File: src/rtl/lhnc_pkg.sv
// Shared types, character constants and helper functions for the local host name checker.
// Depends on nothing; every other file but lhnc_out_if imports it.
package lhnc_pkg;

  localparam int CH_W    = 8;
  localparam int TAIL_W  = 48;
  localparam int OCT_W   = 9;
  localparam int CFG_AW  = 3;
  localparam int CFG_DW  = 32;

  localparam logic [CFG_AW-3:0] REG_LOOPBACK = 1'b0;

  localparam logic [7:0] CH_DOT    = 8'h2E;
  localparam logic [7:0] CH_HYPHEN = 8'h2D;
  localparam logic [7:0] CH_ZERO   = 8'h30;
  localparam logic [7:0] CH_NINE   = 8'h39;
  localparam logic [7:0] CH_LA     = 8'h61;
  localparam logic [7:0] CH_LF     = 8'h66;
  localparam logic [7:0] CH_LX     = 8'h78;
  localparam logic [7:0] CH_LZ     = 8'h7A;

  localparam logic [TAIL_W-1:0] TAIL_LOCAL    = 48'h2E6C6F63616C;
  localparam int                LOCALHOST_LEN = 9;
  localparam int                LOCAL_LEN     = 6;

  typedef struct packed {
    logic [CH_W-1:0] ch;
    logic            last;
    logic            end_only;
  } lhnc_word_t;

  function automatic logic [7:0] localhost_char(input logic [3:0] pos);
    logic [7:0] c;
    unique case (pos)
      4'd0:    c = 8'h6C;
      4'd1:    c = 8'h6F;
      4'd2:    c = 8'h63;
      4'd3:    c = 8'h61;
      4'd4:    c = 8'h6C;
      4'd5:    c = 8'h68;
      4'd6:    c = 8'h6F;
      4'd7:    c = 8'h73;
      4'd8:    c = 8'h74;
      default: c = 8'h00;
    endcase
    return c;
  endfunction

  function automatic logic octet_ok(input logic [OCT_W-1:0] value, input logic [1:0] len,
                                    input logic lead_zero);
    return (len != 2'd0) && !(lead_zero && (len > 2'd1)) && (value <= 9'd255);
  endfunction

endpackage

File: src/rtl/lhnc_scan.sv
// Per-name scan state: counters and flags updated one character a word, plus the verdict.
// Depends on lhnc_pkg.
module lhnc_scan import lhnc_pkg::*; #(
  parameter int MAX_HOST_LEN  = 128,
  parameter int MAX_LABEL_LEN = 63
) (
  input  logic       clk,
  input  logic       rst_n,
  input  logic       take,
  input  lhnc_word_t word,
  input  logic       loopback,
  output logic       verdict
);

  localparam int CC_W = $clog2(MAX_HOST_LEN + 2);
  localparam int LL_W = $clog2(MAX_LABEL_LEN + 2);

  logic [CC_W-1:0]   char_count_r, char_count_nxt;
  logic              all_numeric_r, all_numeric_nxt;
  logic [2:0]        dot_count_r, dot_count_nxt;
  logic [OCT_W-1:0]  octet_value_r, octet_value_nxt;
  logic [1:0]        octet_len_r, octet_len_nxt;
  logic              octet_lead_zero_r, octet_lead_zero_nxt;
  logic [7:0]        first_octet_r, first_octet_nxt;
  logic [7:0]        second_octet_r, second_octet_nxt;
  logic              quad_bad_r, quad_bad_nxt;
  logic [LL_W-1:0]   label_len_r, label_len_nxt;
  logic              label_bad_r, label_bad_nxt;
  logic              prev_hyphen_r, prev_hyphen_nxt;
  logic              dot_seen_r, dot_seen_nxt;
  logic [TAIL_W-1:0] tail_chars_r, tail_chars_nxt;
  logic              localhost_match_r, localhost_match_nxt;
  logic              hex_form_r, hex_form_nxt;

  logic [7:0]  c;
  logic        is_digit, is_lower, is_hex, is_dot, is_hyphen;
  logic [11:0] oct_calc;
  logic        close;

  assign c         = word.ch;
  assign is_digit  = (c >= CH_ZERO) && (c <= CH_NINE);
  assign is_lower  = (c >= CH_LA) && (c <= CH_LZ);
  assign is_hex    = is_digit || ((c >= CH_LA) && (c <= CH_LF));
  assign is_dot    = (c == CH_DOT);
  assign is_hyphen = (c == CH_HYPHEN);
  assign oct_calc  = {3'b000, octet_value_r} * 12'd10 + {4'h0, c - CH_ZERO};
  assign close     = word.last || word.end_only;

  always_comb begin
    char_count_nxt      = char_count_r;
    all_numeric_nxt     = all_numeric_r;
    dot_count_nxt       = dot_count_r;
    octet_value_nxt     = octet_value_r;
    octet_len_nxt       = octet_len_r;
    octet_lead_zero_nxt = octet_lead_zero_r;
    first_octet_nxt     = first_octet_r;
    second_octet_nxt    = second_octet_r;
    quad_bad_nxt        = quad_bad_r;
    label_len_nxt       = label_len_r;
    label_bad_nxt       = label_bad_r;
    prev_hyphen_nxt     = prev_hyphen_r;
    dot_seen_nxt        = dot_seen_r;
    tail_chars_nxt      = tail_chars_r;
    localhost_match_nxt = localhost_match_r;
    hex_form_nxt        = hex_form_r;
    if (!word.end_only) begin
      if (char_count_r <= CC_W'(MAX_HOST_LEN)) begin
        char_count_nxt = char_count_r + 1'b1;
      end
      if (!is_digit && !is_dot) begin
        all_numeric_nxt = 1'b0;
      end
      if (char_count_r < CC_W'(LOCALHOST_LEN)) begin
        if (c != localhost_char(char_count_r[3:0])) begin
          localhost_match_nxt = 1'b0;
        end
      end else begin
        localhost_match_nxt = 1'b0;
      end
      priority if (char_count_r == '0) begin
        if (c != CH_ZERO) hex_form_nxt = 1'b0;
      end else if (char_count_r == CC_W'(1)) begin
        if (c != CH_LX) hex_form_nxt = 1'b0;
      end else begin
        if (!is_hex) hex_form_nxt = 1'b0;
      end
      tail_chars_nxt = {tail_chars_r[TAIL_W-9:0], c};
      if (is_dot) begin
        if (!octet_ok(octet_value_r, octet_len_r, octet_lead_zero_r)) quad_bad_nxt = 1'b1;
        if (dot_count_r == 3'd0) first_octet_nxt = octet_value_r[7:0];
        if (dot_count_r == 3'd1) second_octet_nxt = octet_value_r[7:0];
        if (dot_count_r >= 3'd3) quad_bad_nxt = 1'b1;
        if (dot_count_r != 3'd7) dot_count_nxt = dot_count_r + 1'b1;
        octet_value_nxt     = '0;
        octet_len_nxt       = 2'd0;
        octet_lead_zero_nxt = 1'b0;
        if ((label_len_r == '0) || (label_len_r > LL_W'(MAX_LABEL_LEN)) || prev_hyphen_r) begin
          label_bad_nxt = 1'b1;
        end
        label_len_nxt   = '0;
        prev_hyphen_nxt = 1'b0;
        dot_seen_nxt    = 1'b1;
      end else begin
        if (is_digit) begin
          if ((octet_len_r == 2'd0) && (c == CH_ZERO)) octet_lead_zero_nxt = 1'b1;
          octet_value_nxt = (oct_calc > 12'd256) ? 9'd256 : oct_calc[OCT_W-1:0];
          if (octet_len_r != 2'd3) octet_len_nxt = octet_len_r + 1'b1;
        end
        if (!(is_lower || is_digit || is_hyphen)) label_bad_nxt = 1'b1;
        if ((label_len_r == '0) && is_hyphen) label_bad_nxt = 1'b1;
        if (label_len_r <= LL_W'(MAX_LABEL_LEN)) label_len_nxt = label_len_r + 1'b1;
        prev_hyphen_nxt = is_hyphen;
      end
    end
  end

  always_comb begin
    priority if ((char_count_nxt == '0) || (char_count_nxt > CC_W'(MAX_HOST_LEN))) begin
      verdict = 1'b0;
    end else if (all_numeric_nxt) begin
      verdict = !quad_bad_nxt && (dot_count_nxt == 3'd3)
             && octet_ok(octet_value_nxt, octet_len_nxt, octet_lead_zero_nxt)
             && ((first_octet_nxt == 8'd10)
              || ((first_octet_nxt == 8'd172) && (second_octet_nxt >= 8'd16)
                  && (second_octet_nxt <= 8'd31))
              || ((first_octet_nxt == 8'd192) && (second_octet_nxt == 8'd168))
              || ((first_octet_nxt == 8'd169) && (second_octet_nxt == 8'd254))
              || (loopback && (first_octet_nxt == 8'd127)));
    end else if (localhost_match_nxt && (char_count_nxt == CC_W'(LOCALHOST_LEN))) begin
      verdict = loopback;
    end else if (hex_form_nxt && (char_count_nxt >= CC_W'(2))) begin
      verdict = 1'b0;
    end else if (dot_seen_nxt && !((char_count_nxt >= CC_W'(LOCAL_LEN))
                                   && (tail_chars_nxt == TAIL_LOCAL))) begin
      verdict = 1'b0;
    end else if (label_bad_nxt) begin
      verdict = 1'b0;
    end else begin
      verdict = !((label_len_nxt == '0) || (label_len_nxt > LL_W'(MAX_LABEL_LEN))
                  || prev_hyphen_nxt);
    end
  end

  always_ff @(posedge clk) begin
    if (!rst_n || (take && close)) begin
      char_count_r      <= '0;
      all_numeric_r     <= 1'b1;
      dot_count_r       <= 3'd0;
      octet_value_r     <= '0;
      octet_len_r       <= 2'd0;
      octet_lead_zero_r <= 1'b0;
      first_octet_r     <= 8'd0;
      second_octet_r    <= 8'd0;
      quad_bad_r        <= 1'b0;
      label_len_r       <= '0;
      label_bad_r       <= 1'b0;
      prev_hyphen_r     <= 1'b0;
      dot_seen_r        <= 1'b0;
      tail_chars_r      <= '0;
      localhost_match_r <= 1'b1;
      hex_form_r        <= 1'b1;
    end else if (take) begin
      char_count_r      <= char_count_nxt;
      all_numeric_r     <= all_numeric_nxt;
      dot_count_r       <= dot_count_nxt;
      octet_value_r     <= octet_value_nxt;
      octet_len_r       <= octet_len_nxt;
      octet_lead_zero_r <= octet_lead_zero_nxt;
      first_octet_r     <= first_octet_nxt;
      second_octet_r    <= second_octet_nxt;
      quad_bad_r        <= quad_bad_nxt;
      label_len_r       <= label_len_nxt;
      label_bad_r       <= label_bad_nxt;
      prev_hyphen_r     <= prev_hyphen_nxt;
      dot_seen_r        <= dot_seen_nxt;
      tail_chars_r      <= tail_chars_nxt;
      localhost_match_r <= localhost_match_nxt;
      hex_form_r        <= hex_form_nxt;
    end
  end

endmodule

File: config.mk
export PLATFORM = sky130hd
export DESIGN_NAME = lhnc_scan
export DESIGN_NICKNAME = d
export VERILOG_FILES = /design/src/rtl/lhnc_pkg.sv /design/src/rtl/lhnc_scan.sv
export SDC_FILE = /design/constraint.sdc
export NUM_CORES = 1
export LEC_CHECK = 0
export BUFFER_PORTS_ARGS = -buffer_cell sky130_fd_sc_hd__buf_2
export CORE_MARGIN = 2
export CORE_UTILIZATION = 28
export DETAILED_ROUTE_END_ITERATION = 16
export PLACE_DENSITY = 0.51
export SLEW_MARGIN = 0
export SYNTH_ARGS = -nofsm -noshare
export SYNTH_HDL_FRONTEND = slang
export SYNTH_SLANG_ARGS = --single-unit
File: constraint.sdc
create_clock -name clk -period 11.2 [get_ports clk]
set_input_delay 1.68 -clock clk [delete_from_list [all_inputs] [get_ports clk]]
set_output_delay 1.68 -clock clk [all_outputs]
set_load 0.01 [all_outputs]
# After elaboration in Yosys (flattened, before gate mapping)
# Memories as Yosys holds them, arrays and structs flattened. A register that Yosys moved wholly into a read port is not among the register bits.
# Index checks and enable logic that the tools add are counted.
# word_totals
ff_bits	101
mem_bits_ro	112
in_bits	14
output_inout_bits	1
elab_cells	181
mem_count	1
# op_classes
n_addsub	6
mul	1
n_lt_le_gt_ge	21
n_eq_ne	20
mux	61
reduce_logical	55
# memory_table
memory	depth	width	rd	rd_ports_with_merged_regs	wr	line	rtl
(name not given)	16	7	1	1	0	lhnc_pkg.sv:34	unique case (pos)
# ops
op	n
2-to-1 mux 8 bit	10
== test 48 x 46 -> 1 bit, second input constant	1
2-to-1 mux 48 bit	1
== test 8 bit, second input constant	5
2-to-1 mux 9 bit	4
2-to-1 mux 1 bit	34
logical AND 1 bit	25
== test 8 x 6 -> 1 bit, second input constant	3
2-to-1 mux 7 bit	3
<= comparator 9 x 8 -> 1 bit, second input constant	2
== test 8 x 4 -> 1 bit, second input constant	2
<= comparator 8 x 7 -> 1 bit, second input constant	2
logical NOT 8 bit	2
> comparator 7 x 6 -> 1 bit, second input constant	2
logical NOT 7 bit	2
logical OR 1 bit	14
adder 12 x 8 -> 12 bit	1
> comparator 12 x 9 -> 1 bit, second input constant	1
multiplier 9 x 3 -> 11 bit, second input constant	1
2-to-1 mux 3 bit	3
adder 8 x 1 -> 8 bit, second input constant	1
== test 8 x 1 -> 1 bit, second input constant	1
== test 8 x 7 -> 1 bit, second input constant	1
greater-or-equal comparator 8 x 2 -> 1 bit, second input constant	1
29 further kinds	42

# Depth between registers and ports, before layout
# Gate-level depths: netlist (run 1).
# logic_depth
word_depth	15
ltp_mapped	15
ltp_nobuf	14

# Least setup slack after synthesis (run 1)
# No wires, ideal clock.
# synth_path
kind	in2out
startpoint	in word[6] in the netlist's numbering
endpoint	out verdict
arrival_ns	3.873
required_ns	9.520
slack_ns	5.647
cell_stages	10
n_path_buf	0
cell_sequence	inv_1 -> ha_1 -> nand4b_1 -> nor4b_2 -> mux2_2 -> a21oi_1 -> o211ai_1 -> a22oi_1 -> o211ai_1 -> a21oi_1
# synth_between
elab_chain_len	14
elab_cells_between_ends	113
cone_classes	add/sub: 2; order compare: 11; eq/ne: 15; mux: 47; reduce/logical: 38
# synth_lines
element	line	rtl
start: declaration	lhnc_scan.sv:10	input lhnc_word_t word,
branches (longest 12 deep; another with adder 12 x 8 -> 12 bit)	--	
2-to-1 mux 1 bit (*)	lhnc_scan.sv:120	end else if (all_numeric_nxt) begin
2-to-1 mux 1 bit (*)	lhnc_scan.sv:118	priority if ((char_count_nxt == '0) || (char_count_nxt > CC_W'(MAX_HOST_LEN))) begin
end: declaration	lhnc_scan.sv:12	output logic verdict
# Every way passes the cells marked *.

# Final worst setup path (run 1)
# Ends and elaborated chain as after synthesis.

==> results of run 1 <==
-- sequential cells by signal (all words and copies together) (netlist names), named ones only --
| name | count |
|---|---|
| label_len_r | 7 |
| octet_value_r | 9 |
| octet_len_r | 2 |
| tail_chars_r | 48 |
| first_octet_r | 8 |
| quad_bad_r | 1 |
| label_bad_r | 1 |
| second_octet_r | 8 |
| char_count_r | 8 |
| octet_lead_zero_r | 1 |
| prev_hyphen_r | 1 |
| dot_count_r | 3 |
| dot_seen_r | 1 |
| localhost_match_r | 1 |
| all_numeric_r | 1 |
| hex_form_r | 1 |
-- worst reg2reg max path: stages (launching register included) --
cell and delay [ns]:
dfxtp_1 0.65, ha_1 0.33, ha_1 0.23, inv_1 0.08, fa_1 0.41, inv_1 0.12, ha_1 0.29, and3_1 0.20
a221oi_1 0.40, xnor2_1 0.14, nand4b_1 0.19, o32a_1 0.33, a31oi_2 0.48, a31oi_1 0.17, nor2_1 0.10
-- worst paths after layout --
kind / from / to / slack, ns / cells past startpoint
max: word[6] / verdict / 4.72 / 12
max reg2reg: octet_value_r[1]$_SDFFE_PP0P_ / octet_value_r[0]$_SDFFE_PP0P_ / 7.03 / 14
min: tail_chars_r[45]$_SDFFE_PP0P_ / tail_chars_r[45]$_SDFFE_PP0P_ / 0.46 / 2
min reg2reg: tail_chars_r[45]$_SDFFE_PP0P_ / tail_chars_r[45]$_SDFFE_PP0P_ / 0.46 / 2
-- power by group --
group,leakage [nW],internal (mW),switching [mW]
Combinational,1.36,0.0215,0.0460
Clock,0.159,0.194,0.148
Sequential,0.864,0.384,0.00353
Total,2.39,0.599,0.197
-- layout make-up --
cell class	instances	share of cell area, %
multi-input cells	666	57.6
flip-flops and latches	107	30.3
well taps	285	5.04
clock buffers	12	3.77
repair buffers	17	1.31
inverters	23	1.22
clock inverters	4	0.796
-- layer usage --
metal  global-route usage (%)  share of wire (%)  vias up
li1                         -                  -     2991
met4                     3.71               0.73        2
met1                     21.4                 53     2765
met2                     21.6                 43       98
met5                        0              0.075        -
met3                     2.46                3.5       11
-- logic make-up after synthesis --
family	after synthesis	synth area share [%]
flops	107	32.9
buf+inv	75	4.80
simple gates	389	30.0
compound gates	211	20.8
xor+xnor	25	3.48
mux	6	1.04
fa+ha+maj	35	6.95
-- cell usage in the layout (no fill, tap or decap), types with 5 or more instances in the layout --
| cell type | instances |
|---|---|
| clkbuf_16 | 9 |
| inv_1 | 23 |
| xor2_1 | 11 |
| nand4_1 | 13 |
| nor4_1 | 11 |
| a211oi_1 | 9 |
| nor3_1 | 20 |
| o21ai_0 | 21 |
| nor2_1 | 58 |
| a21o_1 | 7 |
| nand2_1 | 175 |
| nor4b_1 | 7 |
| nor2b_1 | 8 |
| a21oi_1 | 101 |
| nand3_1 | 17 |
| a32o_1 | 5 |
| or3_1 | 6 |
| nor3b_1 | 8 |
| ha_1 | 33 |
| dfxtp_1 | 107 |
| xnor2_1 | 13 |
| buf_2 | 14 |
| nand2b_1 | 10 |
| or2_2 | 5 |
| nand4b_1 | 11 |
| and2_1 | 6 |
| a31oi_1 | 9 |
-- stage by stage --
stage               utilization (%)  cells  power, mW
detailed placement             29.7   1098      0.463
global route                   31.1   1114      0.828
finish                         31.1   1114      0.796
floorplan                         -    848      0.445
global placement               29.7   1098      0.464
CTS                            31.1   1114      0.809
==> results.md, run 1 <==
* Status: complete, no violations
* TritonCTS Sinks at 107
* Max clock buf depth at 2
* Worst slew pin tran at approximately 1.1 ns
* Area post-placement at between 6000 and 7000 um^2
* CP Cell Sequence: buf_2 -> inv_1 -> ha_1 -> nand4b_1 -> nor4b_2 -> mux2_2 -> a21oi_1 -> o211ai_1 -> a22oi_1 -> o211ai_1 -> a21oi_1 -> buf_2
* Design area at ~7000 um^2
* Final period demand of the worst path at roughly 6.5 ns
* Final ANT Viol Nets at 0
* #FFs+latches synth at ~110
* DIE AREA at 24,500 um^2
* Top Ports at 15
* Cell family with most CP delay: simple AND/OR/NAND/NOR gates
* P_leak at between 2 and 2.5 nW
* Number of synthesized flops with an enable pin at 0
* Avg Cell Area, Syn at 7.68 um^2
* Post-DP HPWL at 12,000 um
* Die height at approximately 160 um
* CORE AREA at around 23,000 um^2
* I/O Buffers at 14
* CTS Hold Bufs at 0
* Root buffer cell: clkbuf_16
* Postcts setup bufs at 0
* RePlAce Congestion at ~0.84
* Maximum VDD drop at roughly 74 uV
* Post-Syn Area at about 6500 um^2
* WP buf/inv at 3
* Post-Syn Instances at ~850
* Grt ovf at 0
* Total GRT Usage at 14.5%
* Post-synthesis async set-or-reset flop share at 0%
* Sequential share of the synthesized area at between 30% and 40%
* Largest net degree at the start of global routing at 90
* Largest cells by area after synthesis: dfxtp_1 (33%), nand2_1 (10%), a21oi_1 (7.8%), ha_1 (6.3%), nor2_1 (3.4%)
* Pwr Density at around 110 nW/um^2
* Primary FF master, synth: dfxtp_1
* Overall die width at 157 um
* Via count at about 6,000
* Setup-failing EPs final at 0
* ANT cells at 0
* CTS tree: yes
* DR iter-0 viols at 407
* Dominant cell type by area after synthesis: dfxtp_1
* Setup Skew at about 0.0083 ns
* Max-Cap Viols at 0
* Area Growth Syn to Fin at 8.57%
* Setup crit end kind: output pin
* Maximum clock frequency at roughly 150 MHz
* Syn. warnings at 0
* Synth unique cells at between 70 and 80
* Multi-input gate area at 4070 um^2
* Initial DRT Pass Iterations at 7
* Most common cell in the netlist: nand2_1
* Crit-path slowest cell: nor4b_2
* CP max FO at 8
* Sequential Area at 2140 um^2
* HP Class: flip-flop to flip-flop
* Max stage delay on crit path at roughly 0.7 ns
* Pins Over Slew Limit at 0
* Final WS setup at approximately 4.7 ns
* Vias in the first global route at between 5,000 and 6,000
* Syn_nets at around 900
* Final net count at between 800 and 900
* Filler instances at about 2,500
* DR vias/cell at 5.27
* Initial Util at 28.7%
* Worst-skew pair later-pin latency at about 0.35 ns
* Hold Vio Cnt, Final at 0
* Routed WL per cell at approximately 16 um
* Max transition margin at between 20% and 30%
* Initial antenna violation count at 1
* Crit path required time at between 9 and 10 ns
* Post_cts resized at 0
* Total Wirelength at approximately 17,000 um
* Pre-CTS WS at 4.83 ns
* Tightest hold margin at 0.455 ns
* Setup_tns at 0 ns
* Top post-synthesis cells by count: nand2_1 (176), dfxtp_1 (107), a21oi_1 (101), nor2_1 (59), clkbuf_1 (38)
* H-Tree Depth at 3
* Crit path arrival time at between 4 and 5 ns
* CP Class: input pin to output pin
* Final worst path period share at 57.8%
* Worst-path clk slew at approximately 0.07 ns
* # DRC at 0
* CP startpoint kind: input pin
* Num rows at 55
* Top cell type's share of synthesized area at about 33%
* Layout cells sized above 1 at between 6 and 7%
* CTS Buf Count at 9
* First-pass GRT wire length at between 20,000 and 30,000 um
* RSZ-0062 raised after global routing: false
No activity file was read; power rests on OpenSTA's default activity.
==> run 2, diff against run 1 <==
clock period = 6.19 ns   (was 11.2 ns; I/O delays follow)
==> run 2 against run 1 <==
Compared with the run above: register-to-register slack worse by 4.8 ns; power rose by 83%; first-iteration DRC count is 1.7% lower; clock power is 87% higher; via count rose by 0.39%; clock-buffer cell count shrank 3; cell count up 0.27%; worst hold slack barely moved; critical path type is now flip-flop to output pin; setup slack got worse by 3.7 ns; critical endpoint unchanged; critical path depth up 2.
==> results.md, run 2 (same netlist as run 1, synthesis figures left out) <==
* Top Ports at 15 (unchanged)
* Total Wirelength at 17,300 um (-0.75%)
* Setup_tns at 0 ns (unchanged)
* RePlAce Congestion at 0.840 (-0.37%)
* CTS Buf Count at 9 (unchanged)
* Initial antenna violation count at 0 (-1)
* # DRC at 0 (unchanged)
* Post-DP HPWL at 12,000 um (+0.63%)
* Worst-path clk slew at 0.08 ns (about the same)
* CP Cell Sequence: ha_1 -> ha_1 -> inv_1 -> fa_1 -> inv_1 -> ha_1 -> and3_1 -> a22oi_1 -> a21oi_1 -> xor2_1 -> o311ai_0 -> o211ai_1 -> a21oi_1 -> buf_2
* Final net count at 876 (+0.34%)
* Post_cts resized at 0 (unchanged)
* DR vias/cell at 5.27 (+0.12%)
* Pins Over Slew Limit at 0 (unchanged)
* Overall die width at 157 um (unchanged)
* I/O Buffers at 14 (unchanged)
* Hold Vio Cnt, Final at 0 (unchanged)
* M3 GR Usage at 2.82% (+0.36 points)
* Critical path depth at 14 (+2)
* Most frequent CP cell: ha_1
* Vias in the first global route at 5,447 (-0.53%)
* Most common cell after layout, fill and taps aside: nand2_1
* FF-to-FF path depth at 14 (unchanged)
* CTS tree: yes
* Cell family with most CP delay: compound AO/OA/AOI/OAI gates
* Final worst path period share at between 80 and 90%
* Postcts setup bufs at 0 (unchanged)
* Area Growth Syn to Fin at 9.06%
* H-Tree Depth at 3 (unchanged)
* Initial DRT Pass Iterations at 5 (-2)
* CTS Hold Bufs at 0 (unchanged)
* Layout cells sized above 1 at 7.33% (+0.34 points)
* Root buffer cell: clkbuf_16
* ANT cells at 0 (unchanged)
* Max reg flops at 48 (unchanged)
* Via count at 5,890 (+0.39%)
* Design area at 7110 um^2 (+0.46%)
* Maximum VDD drop at 102 uV (+38%)
* Largest Register: tail_chars_r
* Largest net degree at the start of global routing at 53 (-41%)
* Pwr Density at 205 nW/um^2 (+83%)
* Met1 Use GR at 21.2% (-0.26 points)
* Worst slew pin tran at 0.843 ns (-0.280 ns)
* Setup-failing EPs final at 0 (unchanged)
* First-pass GRT wire length at 28,500 um (-1.0%)
* Worst-skew pair later-pin latency at 0.37 ns (+0.02 ns)
* Maximum clock frequency at around 190 MHz
* Crit path required time at 5.26 ns (-4.26 ns)
* Crit path arrival time at 4.28 ns (-0.52 ns)
* P_leak at 2.40 nW (+0.66%)
* Die height at 157 um (unchanged)
* DR iter-0 viols at 400 (-1.7%)
* Hold Path Cell Cnt at 2 (unchanged)
* Gr busiest metal: met2
* CP startpoint kind: flip-flop
* Total GRT Usage at 14.4% (-0.016 points)
* DIE AREA at 24,500 um^2 (unchanged)
* Top flop regs: tail_chars_r: 48 flops, octet_value_r: 9 flops
* RSZ-0062 raised after global routing: false
* Routed WL per cell at 15.5 um (-1.0%)
* Final period demand of the worst path at around 5.2 ns
* CORE AREA at 22,700 um^2 (unchanged)
* Setup crit end kind: output pin
* Max clock buf depth at 2 (unchanged)
* Final ANT Viol Nets at 0 (unchanged)
* HP Class: flip-flop to flip-flop
* Most frequent cells in the layout: nand2_1 (175), dfxtp_1 (107), a21oi_1 (101)
* TritonCTS Sinks at 107 (unchanged)
* Grt ovf at 0 (unchanged)
* Crit-path slowest cell: dfxtp_1
* Met2 Use GR at 21.5% (-0.042 points)
* Max stage delay on crit path at 0.58 ns (-0.13 ns)
* Num rows at 55 (unchanged)
* CP Class: flip-flop to output pin
* CP max FO at 11 (+3)
* Area post-placement at 6770 um^2 (+0.33%)
* Initial Util at 28.7% (unchanged)
* Setup Skew at 0.0155 ns (+0.00714 ns)
* Max transition margin at 42.3% (+17 points)
* WP buf/inv at 3 (unchanged)
* Status: complete, no violations
* Max-Cap Viols at 0 (unchanged)
run 2: cell count changes in the layout (fill, tap and decap cells not counted), sizes merged:
cell / previous run / this run
clkbuf: 12 / 9
inv: 24 / 25
buf: 17 / 20
clkinv: 2 / 4
run 2: layout make-up:
class | count | area [um^2]
fillers | 2460 | 15600
repair buffers | 20 | 115
clock buffers | 9 | 225
inverters | 23 | 86.3
multi-input cells | 666 | 4070
flip-flops and latches | 107 | 2140
well taps | 285 | 357
clock inverters | 7 | 108
run 2: final timing paths:
| kind | slack [ns] | start | end |
|---|---|---|---|
| setup / recovery | 0.98 | octet_value_r[1]$_SDFFE_PP0P_ | verdict |
| hold / removal | 0.45 | hex_form_r$_SDFFE_PP1P_ | hex_form_r$_SDFFE_PP1P_ |
| setup reg to reg | 2.22 | octet_value_r[1]$_SDFFE_PP0P_ | octet_value_r[3]$_SDFFE_PP0P_ |
| hold reg to reg | 0.45 | hex_form_r$_SDFFE_PP1P_ | hex_form_r$_SDFFE_PP1P_ |
run 2: power by group:
group / leakage [nW] / switching [mW] / total [mW] / internal (mW)
combinational: 1.38 / 0.0841 / 0.124 / 0.0395
clock: 0.160 / 0.306 / 0.636 / 0.330
sequential: 0.864 / 0.00618 / 0.700 / 0.694
run 2: per-layer routing:
layer | up-vias | share of wire, %
li1 | 3000 | -
met1 | 2772 | 52
met2 | 102 | 43
met3 | 16 | 4.3
met4 | 0 | 1.2
met5 | - | 0
run 2: tightest hold or removal path, stage by stage, from the launching register on:
cell and delay, ns:
dfxtp_1 0.32, nand2_1 0.05, nand2_1 0.04
run 2: through the flow:
step | cells | worst slack [ns] | utilization, % | hold slack [ns] | total power [mW]
after detailed placement | 1101 | 1.26 | 29.8 | 0.436 | 0.840
after CTS | 1117 | 0.972 | 31.3 | 0.452 | 1.48
after floorplan | 848 | 2.10 | - | 0.422 | 0.805
after global routing | 1117 | 0.725 | 31.3 | 0.476 | 1.52
final | 1117 | 0.979 | 31.3 | 0.455 | 1.46
after global placement | 1101 | 1.21 | 29.8 | 0.444 | 0.841
==> run 3, diff against run 2 <==
clock period = 5.1 ns   (was 6.19 ns; I/O delays follow)
==> run 3 against run 2 <==
Compared with the run above: critical path depth is the same; critical endpoint unchanged; first-iteration DRC count shrank 14%; global-route usage grew 0.38 points; flip-flop and latch count is the same; via count grew 1.6%; wire length grew 1.4%; sequential power grew 21%; sequential share of layout area is essentially flat; worst hold slack lost 0.00081 ns; clock skew shrank 0.0082 ns.
==> results.md, run 3 (same netlist as run 1, synthesis figures left out) <==
* Status: complete, no violations
* Total GRT Usage at 14.8% (+0.38 points)
* Pins Over Slew Limit at 0 (unchanged)
* Maximum clock frequency at about 210 MHz
* HP Class: flip-flop to flip-flop
* Final worst path period share at 93.4%
* DR iter-0 viols at 345 (-14%)
* Die height at 157 um (unchanged)
* Initial Util at 28.7% (unchanged)
* Switching pwr at 0.460 mW (+16%)
* Max reg flops at 48 (unchanged)
* Area Growth Syn to Fin at 9.18%
* Final period demand of the worst path at roughly 4.8 ns
* Top flop regs: tail_chars_r: 48 flops, octet_value_r: 9 flops
* Max clock buf depth at 2 (unchanged)
* Worst r2r src: octet_value_r[2]$_SDFFE_PP0P_
* H-Tree Depth at 3 (unchanged)
* # DRC at 0 (unchanged)
* Via count at 5,983 (+1.6%)
* Filler instances at 2,438 (-0.89%)
* Most frequent cells in the layout: nand2_1 (175), dfxtp_1 (106), a21oi_1 (101)
* Final net count at 883 (+0.80%)
* Tightest hold margin at 0.454 ns (-0.000811 ns)
* Setup-failing EPs final at 0 (unchanged)
* Hold Vio Cnt, Final at 0 (unchanged)
* Flop-to-flop setup slack at 1.11 ns (-1.11 ns)
* Setup Skew at 0.00729 ns (-0.00818 ns)
* Setup_tns at 0 ns (unchanged)
* CP Class: flip-flop to output pin
* CP startpoint kind: flip-flop
* TritonCTS Sinks at 107 (unchanged)
* Multi-input gate area at 4070 um^2 (unchanged)
* Logic pwr share at 8.9% (+0.4 points)
* Critical R2R Capture: octet_value_r[3]$_SDFFE_PP0P_
* RSZ-0062 raised after global routing: false
* DR vias/cell at 5.32 (+0.95%)
* Largest Register: tail_chars_r
* CP max FO at 11 (unchanged)
* Sequential Area at 2140 um^2 (about the same)
* Overall die width at 157 um (unchanged)
* DIE AREA at 24,500 um^2 (unchanged)
* Postcts setup bufs at 0 (unchanged)
* Vias in the first global route at 5,714 (+4.9%)
* First-pass GRT wire length at 29,300 um (+2.8%)
* Max transition margin at 27.0% (-15 points)
* Worst slew pin tran at 1.09 ns (+0.251 ns)
* Pwr Density at 238 nW/um^2 (+16%)
* Clock power frac at 40.9% (-2.7 points)
* Initial antenna violation count at 0 (unchanged)
* Final ANT Viol Nets at 0 (unchanged)
* Area post-placement at 6830 um^2 (+0.78%)
* Top Ports at 15 (unchanged)
* Most common cell after layout, fill and taps aside: nand2_1
* Switching Share at 27.2% (+0.037 points)
* P_leak at 2.42 nW (+0.69%)
* Setup crit end kind: output pin
* Crit path arrival time at 4.00 ns (-0.28 ns)
* Total chip power at 1.69 mW (+16%)
* CORE AREA at 22,700 um^2 (unchanged)
* Hold Crit Start: second_octet_r[0]$_SDFFE_PP0P_
* Worst-skew pair later-pin latency at 0.36 ns (about the same)
* Layout cells sized above 1 at 8.10% (+0.77 points)
* Routed WL per cell at 15.6 um (+0.78%)
* Crit path required time at 4.34 ns (-0.92 ns)
* Sequential share of power at 50.2% (+2.2 points)
* CTS Hold Bufs at 0 (unchanged)
* Worst-path clk slew at 0.08 ns (about the same)
* Hold Path Cell Cnt at 2 (unchanged)
* Largest net degree at the start of global routing at 57 (+7.5%)
* I/O Buffers at 14 (unchanged)
* Num rows at 55 (unchanged)
* Root buffer cell: clkbuf_16
* RePlAce Congestion at 0.845 (+0.54%)
* Max-Cap Viols at 0 (unchanged)
* Int Pwr at 1.23 mW (+16%)
* CTS tree: yes
* Maximum VDD drop at 150 uV (+47%)
* Grt ovf at 0 (unchanged)
* Total Wirelength at 17,500 um (+1.4%)
* Post-DP HPWL at 12,400 um (+3.0%)
* Initial DRT Pass Iterations at 6 (+1)
* Design area at 7110 um^2 (+0.11%)
* CTS Buf Count at 9 (unchanged)
* ANT cells at 0 (unchanged)
* FF-to-FF path depth at 14 (unchanged)
* Hold EP: second_octet_r[0]$_SDFFE_PP0P_
[run 3: cell types whose count changed in the layout (fill, tap and decap cells not counted)]
cell	previous run	this run
bufinv_16	1	0
o311ai_1	0	1
clkinv_2	0	1
clkinvlp_4	0	1
dfxtp_2	0	1
dfxtp_1	107	106
clkbuf_1	0	1
inv_6	1	2
buf_4	6	13
clkinv_4	1	0
clkinv_8	3	1
o311ai_0	2	1
[run 3: area by class of cell]
type | instances | share of cell area [%]
Inverter | 23 | 1.21
Timing Repair Buffer | 27 | 2.36
Clock inverter | 6 | 0.809
Clock buffer | 10 | 3.22
Sequential cell | 107 | 30.1
Tap cell | 285 | 5.01
Multi-Input combinational cell | 666 | 57.3
[run 3: repair_timing]
item,CTS,global route
resized for setup,0,2
setup endpoints to repair,0,1
hold endpoints to repair,0,0
[run 3: layer usage]
layer,GRT usage (%),vias to the layer above,part of all wire [%]
li1,-,3022,-
met1,21.4,2804,51
met2,22.5,136,43
met3,2.24,21,4.0
met4,4.94,0,1.8
met5,0,-,0
[run 3: critical path: stages (launching register included)]
cell and delay [ns]:
dfxtp_1 0.56, ha_1 0.23, ha_1 0.19, inv_1 0.06, fa_1 0.49, inv_1 0.05
ha_1 0.33, and3_1 0.20, a22oi_1 0.18, a21oi_1 0.13, xor2_1 0.18, o311ai_1 0.40
o211ai_1 0.23, a21oi_1 0.26, buf_2 0.17
[run 3: how the worst max path moves through the flow]
stage | from | end | slack (ns) | cells after the start
floorplan | octet_value_r[1]$_SDFFE_PP0P_ | verdict | 1.18 | 13
global placement | octet_value_r[1]$_SDFFE_PP0P_ | verdict | 0.56 | 14
detailed placement | octet_value_r[1]$_SDFFE_PP0P_ | verdict | 0.53 | 14
CTS | octet_value_r[1]$_SDFFE_PP0P_ | verdict | 0.12 | 14
global route | octet_value_r[2]$_SDFFE_PP0P_ | verdict | 0.03 | 14
finish | octet_value_r[2]$_SDFFE_PP0P_ | verdict | 0.34 | 14
[run 3: metrics by stage]
| stage | cells | worst slack, ns | utilization, % |
|---|---|---|---|
| 6_report | 1124 | 0.336 | 31.3 |
| 5_1_grt | 1124 | 0.0263 | 31.3 |
| 4_1_cts | 1124 | 0.116 | 31.3 |
| 3_5_place_dp | 1108 | 0.532 | 30.1 |
| 3_3_place_gp | 1108 | 0.565 | 30.1 |
| 2_1_floorplan | 848 | 1.18 | - |
[run 3: power by group through the flow]
stage | combinational (mW) | sequential (mW) | clock, mW
after detailed placement | 0.151 | 0.869 | 0
after global routing | 0.168 | 0.851 | 0.751
final | 0.151 | 0.850 | 0.693
after global placement | 0.153 | 0.869 | 0
after floorplan | 0.110 | 0.867 | 0
after CTS | 0.152 | 0.850 | 0.717
